[config.mk]
export PLATFORM = sky130hd
export DESIGN_NAME = cgtg_dir
export DESIGN_NICKNAME = d
export VERILOG_FILES = /design/src/hw/rtl/cgtg_pkg.sv /design/src/hw/rtl/cgtg_dir.sv
export SDC_FILE = /design/constraint.sdc
export NUM_CORES = 2
export LEC_CHECK = 0
export ABC_AREA = 0
export BUFFER_PORTS_ARGS = -buffer_cell sky130_fd_sc_hd__buf_2
export CORE_MARGIN = 2
export CORE_UTILIZATION = 55
export CTS_CLUSTER_DIAMETER = 80
export DETAILED_ROUTE_END_ITERATION = 10
export GPL_TIMING_DRIVEN = 0
export PLACE_DENSITY = 0.73
export SKIP_CTS_REPAIR_TIMING = 1
export SLEW_MARGIN = 10
export SYNTH_ARGS = -nofsm -noshare
export SYNTH_HDL_FRONTEND = slang
export SYNTH_SLANG_ARGS = --single-unit
[constraint.sdc]
create_clock -name clk -period 5.1 [get_ports clk]
set_input_delay 0 -clock clk [delete_from_list [all_inputs] [get_ports clk]]
set_output_delay 0 -clock clk [all_outputs]
set_load 0.03 [all_outputs]
[src/hw/rtl/cgtg_pkg.sv]
// Shared types, constants and the glow table builder for the cubemap gradient texel generator.
package cgtg_pkg;

  localparam int FACE_SIZE_DEF = 128;
  localparam int GLOW_ENTRIES = 1024;
  localparam int GLOW_W = 17;
  localparam int MAG_W = 17;
  localparam int VAL_W = 21;
  localparam logic [63:0] EXP_M1_Q32 = 64'd1580030169;

  localparam logic [2:0] FACE_PY = 3'd2;
  localparam logic [2:0] FACE_NY = 3'd3;

  typedef enum logic [2:0] {
    REG_SKY     = 3'd0,
    REG_HORIZON = 3'd1,
    REG_FLOOR   = 3'd2,
    REG_FLOOR_EN = 3'd3,
    REG_GLOW    = 3'd4
  } cfg_reg_t;

  localparam logic [47:0] COLOR_RST = 48'd0;
  localparam logic FLOOR_EN_RST = 1'b1;
  localparam logic [15:0] GLOW_GAIN_RST = 16'd2458;

  typedef struct packed {
    logic [47:0] sky;
    logic [47:0] horizon;
    logic [47:0] floor_c;
    logic        floor_en;
    logic [15:0] gain;
  } cgtg_cfg_t;

  typedef struct packed {
    logic             vld;
    logic             neg;
    logic [MAG_W-1:0] mag;
  } cgtg_dir_t;

  typedef logic [GLOW_W-1:0] glow_rom_t [GLOW_ENTRIES];

  function automatic glow_rom_t glow_rom_build();
    glow_rom_t rom;
    logic [63:0] x;
    logic [63:0] n;
    logic [63:0] f;
    logic [63:0] term;
    logic [63:0] r;
    longint sum;
    for (int i = 0; i < GLOW_ENTRIES; i++) begin
      x = (64'(i) * 64'(i) * 64'd1280000) / 64'd9;
      n = x >> 32;
      f = x & 64'hffff_ffff;
      if (n >= 64'd40) begin
        rom[i] = '0;
      end else begin
        sum = 64'sd1 <<< 32;
        term = 64'd1 << 32;
        for (int k = 1; k <= 20; k++) begin
          term = ((term * f) >> 32) / 64'(k);
          if ((k & 1) == 1) sum = sum - longint'(term);
          else sum = sum + longint'(term);
        end
        if (sum < 0) sum = 0;
        r = 64'(sum);
        while (n > 0) begin
          r = (r * EXP_M1_Q32) >> 32;
          n = n - 64'd1;
        end
        rom[i] = GLOW_W'((r + 64'd32768) >> 16);
      end
    end
    return rom;
  endfunction

endpackage

[src/hw/rtl/cgtg_dir.sv]
// Direction pipeline: texel address to the magnitude of the normalized vertical component.
module cgtg_dir
  import cgtg_pkg::*;
#(
  parameter int FACE_SIZE = FACE_SIZE_DEF
) (
  input  logic      clk,
  input  logic      rst,
  input  logic      adv,
  input  logic      in_vld,
  input  logic [2:0] face,
  input  logic [6:0] col,
  input  logic [6:0] row,
  output cgtg_dir_t dout
);

  localparam int NW = $clog2(FACE_SIZE + 1);
  localparam int LW = $clog2(3 * FACE_SIZE * FACE_SIZE);
  localparam int XW = LW + 32;
  localparam int XW2 = XW + (XW % 2);
  localparam int RW = XW2 / 2;
  localparam int DW = NW + 32;
  localparam int QW = MAG_W;

  logic [NW-1:0] cs, rsat, aab, bab, sabs;
  logic signed [NW+1:0] a, b;
  logic [LW-1:0] l;
  logic neg;

  always_comb begin
    cs = ({{NW{1'b0}}, col} > (NW+7)'(FACE_SIZE - 1)) ? NW'(FACE_SIZE - 1) : NW'(col);
    rsat = ({{NW{1'b0}}, row} > (NW+7)'(FACE_SIZE - 1)) ? NW'(FACE_SIZE - 1) : NW'(row);
    a = $signed(({2'b0, cs} << 1) + (NW+2)'(1) - (NW+2)'(FACE_SIZE));
    b = $signed(({2'b0, rsat} << 1) + (NW+2)'(1) - (NW+2)'(FACE_SIZE));
    aab = a[NW+1] ? NW'(-a) : NW'(a);
    bab = b[NW+1] ? NW'(-b) : NW'(b);
    l = LW'(FACE_SIZE * FACE_SIZE) + LW'({{NW{1'b0}}, aab} * {{NW{1'b0}}, aab})
      + LW'({{NW{1'b0}}, bab} * {{NW{1'b0}}, bab});
    if (face == FACE_PY) begin
      neg = 1'b0;
      sabs = NW'(FACE_SIZE);
    end else if (face == FACE_NY) begin
      neg = 1'b1;
      sabs = NW'(FACE_SIZE);
    end else begin
      neg = !b[NW+1] && (b != '0);
      sabs = bab;
    end
  end

  logic          sq_vld  [0:RW];
  logic [LW-1:0] sq_l    [0:RW];
  logic [RW+1:0] sq_rem  [0:RW];
  logic [RW-1:0] sq_root [0:RW];
  logic [NW-1:0] sq_s    [0:RW];
  logic          sq_neg  [0:RW];

  always_ff @(posedge clk) begin
    if (rst) begin
      sq_vld[0] <= 1'b0;
    end else if (adv) begin
      sq_vld[0] <= in_vld;
    end
  end

  always_ff @(posedge clk) begin
    if (adv) begin
      sq_l[0] <= l;
      sq_rem[0] <= '0;
      sq_root[0] <= '0;
      sq_s[0] <= sabs;
      sq_neg[0] <= neg;
    end
  end

  for (genvar j = 0; j < RW; j++) begin : g_sqrt
    logic [XW2-1:0] xf;
    logic [1:0] pr;
    logic [RW+1:0] rsh, trial;
    assign xf = XW2'(sq_l[j]) << 32;
    assign pr = xf[XW2-1-2*j -: 2];
    assign rsh = {sq_rem[j][RW-1:0], pr};
    assign trial = {sq_root[j], 2'b01};

    always_ff @(posedge clk) begin
      if (rst) begin
        sq_vld[j+1] <= 1'b0;
      end else if (adv) begin
        sq_vld[j+1] <= sq_vld[j];
      end
    end

    always_ff @(posedge clk) begin
      if (adv) begin
        sq_l[j+1] <= sq_l[j];
        sq_s[j+1] <= sq_s[j];
        sq_neg[j+1] <= sq_neg[j];
        if (rsh >= trial) begin
          sq_rem[j+1] <= rsh - trial;
          sq_root[j+1] <= {sq_root[j][RW-2:0], 1'b1};
        end else begin
          sq_rem[j+1] <= rsh;
          sq_root[j+1] <= {sq_root[j][RW-2:0], 1'b0};
        end
      end
    end
  end

  logic          dv_vld [0:QW];
  logic [DW-1:0] dv_rem [0:QW];
  logic [RW-1:0] dv_r   [0:QW];
  logic [QW-1:0] dv_q   [0:QW];
  logic          dv_neg [0:QW];

  always_ff @(posedge clk) begin
    if (rst) begin
      dv_vld[0] <= 1'b0;
    end else if (adv) begin
      dv_vld[0] <= sq_vld[RW];
    end
  end

  always_ff @(posedge clk) begin
    if (adv) begin
      dv_rem[0] <= {sq_s[RW], 32'd0};
      dv_r[0] <= sq_root[RW];
      dv_q[0] <= '0;
      dv_neg[0] <= sq_neg[RW];
    end
  end

  for (genvar i = 0; i < QW; i++) begin : g_div
    logic [DW+1:0] sub;
    logic take;
    assign sub = (DW+2)'(dv_r[i]) << (QW - 1 - i);
    assign take = {2'b00, dv_rem[i]} >= sub;

    always_ff @(posedge clk) begin
      if (rst) begin
        dv_vld[i+1] <= 1'b0;
      end else if (adv) begin
        dv_vld[i+1] <= dv_vld[i];
      end
    end

    always_ff @(posedge clk) begin
      if (adv) begin
        dv_r[i+1] <= dv_r[i];
        dv_neg[i+1] <= dv_neg[i];
        dv_q[i+1] <= {dv_q[i][QW-2:0], take};
        dv_rem[i+1] <= take ? DW'({2'b00, dv_rem[i]} - sub) : dv_rem[i];
      end
    end
  end

  assign dout.vld = dv_vld[QW];
  assign dout.neg = dv_neg[QW];
  assign dout.mag = (dv_q[QW] > QW'(65536)) ? QW'(65536) : dv_q[QW];

endmodule

==> reports/qor.txt <==
post-synthesis mux area share -> 1.52%
1st-iter DRT viols -> 6,164
Synth area leaders -> edfxtp_1 57%, ha_1 7.8%, xnor2_1 3.2%
share of cells above drive strength 1 -> 6.33%
core area -> 210,000 sq um
worst skew pair latency -> 0.90 ns
clk slew on worst S/H paths -> 0.06 ns
Max Root-Sink Buffers -> 3
vias per cell -> 5.74
Overflow after GRT -> 0
Core Util, Final -> 61.3%
Worst Setup Start Kind -> input pin
commonest cells after routing, fill and taps aside -> 2,210 x edfxtp_1, 974 x inv_1, 719 x ha_1, 715 x nand2_1, 644 x nor2_1
GPL Wtd Cong -> 0.924
Worst Tran Pin Value -> 1.28 ns
vias in the first global route -> 74,400
Post-synth ARST share -> 0%
worst clock skew -> 0.0674 ns
Post-Synth Adder-Cell Area -> 9.17%
Worst VDD drop -> 1.18 mV
crit path capture type -> register
RSZ-0062 raised after global routing -> true
Req. time, crit path -> 5.74 ns
row cnt -> 168
Distinct cells, synth -> 92
Starting Density -> 55.4%
min-delay src -> face[1]
EDFF count, synth -> 2,210
final slew viol count -> 0
CTS H-Tree Depth -> 4
DR pass1 iterations -> 8
cells on worst reg2reg path -> 12
CP Class -> input pin to register
outcome -> finished, final reports clean
syn avg cell area -> 11.7 sq um
commonest non-fill, non-tap cell in the layout -> edfxtp_1
Slew Limit Headroom -> 13.9%
Vias -> 76,000
crit path max fanout -> 6
total CTS buffers -> 229
WL final -> 253,000 um
die area -> 215,000 sq um
Hold Crit Class -> input pin to register
initial antenna violation count -> 16
hold depth -> 4
R2R setup slack -> 0.21 ns
Layout area overhead -> 10.5%
clk root buf -> clkbuf_16
Die Wd -> 464 um
Worst Hold Path EP -> sq_s[0][0]
PD cells -> 505 nW/um^2
hold_ws -> 0.00823 ns
Tcrit/Tclk final -> 96.9%
# setup viols final -> 0
leak pwr -> 50.3 nW
CTS Sinks -> 2,211
Final Power -> 64.9 mW
CP startpoint -> row[6]
reg2reg start -> dv_r[8][2]
Layout fillers -> 16,400
largest family of logic cells by synthesized area -> compound AO/OA/AOI/OAI gates
final hold vios -> 0
nets -> 11,100
area leader, netlist -> edfxtp_1
Worst Path Arrival -> 5.58 ns
Highest Clock Rate -> 0.202 GHz
minimum clock period -> 4.94 ns
max_cap viols -> 0
sequential area share after synthesis -> 57.0%
complex-gate fraction of the synthesized area -> 11.4%
Synth Area in XOR/XNOR -> 6.12%
hpwl dp -> 187,000 um
Syn Inst Count -> 9,916
flops & latches, synth -> 2,211
Residual DRC -> 0
Yosys top cell area share -> 57.0%
largest net degree at the start of global routing -> 165
port bufs -> 38
Syn Std Cell Area -> 116,000 sq um
first-pass GRT wire length -> 398,000 um
ANT nets after route -> 0
simple-gate share of the synthesized area -> 10.8%
routed len/inst -> 19.1 um
IO Pins -> 40
overall die height -> 464 um
CTS tree -> built
Total Routing Usage GR -> 23.0%
Synth Flop Type -> edfxtp_1
synth warn -> 0
reg2reg end -> dv_rem[9][19]
worst max-delay path, stage by stage:
cell and delay, ns:
buf_4 0.18, clkbuf_16 0.20, and2_4 0.16, nand2_1 0.08, o21a_2 0.19, inv_2 0.07, fa_1 0.47, inv_1 0.06
fa_1 0.48, fa_1 0.49, inv_1 0.05, fa_1 0.49, fa_1 0.51, inv_1 0.06, fa_1 0.50, inv_2 0.05
ha_4 0.26, inv_1 0.04, nor2_1 0.10, nor2_1 0.08, o21bai_1 0.22, a21oi_2 0.11, o21bai_1 0.22, a41oi_2 0.18
nor2b_2 0.19, xnor2_1 0.14
synthesized netlist by cell type (82+ instances only):
library cell,n
edfxtp_1,2210
inv_1,977
ha_1,722
nand2_1,715
nor2_1,646
a21oi_1,625
o21ai_0,608
xnor2_1,427
xor2_1,387
a21o_1,237
nor3_1,211
clkbuf_1,204
nand3_1,155
mux2_2,147
nand2b_1,124
nor2b_1,117
o21a_1,105
and2_1,103
o21bai_1,87
nand4_1,86
nor4_1,85
or3_1,84
fa_1,82
power breakdown:
group          switching, mW  internal, mW  total (mW)
registers               2.16          24.7        26.9
logic                   12.4          9.21        21.6
clock network           7.13          9.34        16.5
total                   21.7          43.2        64.9
final cells by class:
type / instances / area, sq um / area share, %
Tap cell: 2805 / 3510 / 2.73
Timing Repair Buffer: 85 / 971 / 0.754
Inverter: 981 / 3680 / 2.86
Multi-Input combinational cell: 6504 / 45700 / 35.5
Sequential cell: 2211 / 66400 / 51.6
Buffer: 220 / 908 / 0.706
Antenna cell: 7 / 17.5 / 0.0136
Clock inverter: 141 / 1530 / 1.19
Clock buffer: 289 / 5960 / 4.63
how the worst max path moves through the flow:
stage / end / slack (ns)
floorplan: sq_l[0][13] / 0.01
global placement: sq_rem[2][36] / -21.13
detailed placement: sq_l[0][13] / -1.21
CTS: sq_l[0][13] / -0.26
global route: sq_l[0][13] / -0.09
finish: sq_l[0][13] / 0.16
cells by family after synthesis:
group | count (synthesis)
AOI/OAI and AO/OA | 2148
xor gates and xnor gates | 814
adders and majority gates | 804
buffers and inverters | 1202
DFF | 2211
muxes | 158
other | 1
and+or+nand+nor | 2578
layer usage:
metal	vias to the layer above	wire length [um]	GRT usage [%]
met4	0	8780	7.51
met5	-	0	0
li1	36700	-	-
met1	36800	109000	30.7
met2	2050	123000	39.0
met3	496	12700	3.00
registers in the layout (all words and copies together), names as in the netlist, named ones only:
signal and flops:
sq_neg 25, sq_vld 25, dv_neg 18, dv_rem 512
dv_q 153, sq_root 284, dv_vld 18, dv_r 408
sq_s 200, sq_rem 518, sq_l 49
through the flow:
step           setup WS, ns  setup TNS (ns)  std cells  instance area [sq um]
6_report              0.159               0      13200                 129000
5_1_grt             -0.0885         -0.0991      13200                 129000
4_1_cts              -0.262          -0.655      13200                 128000
3_5_place_dp          -1.21         -412.16      12800                 121000
3_3_place_gp         -21.13               -      12800                 120000
2_1_floorplan        0.0127               0       9917                 117000
Power figures use the tool's default switching activity.
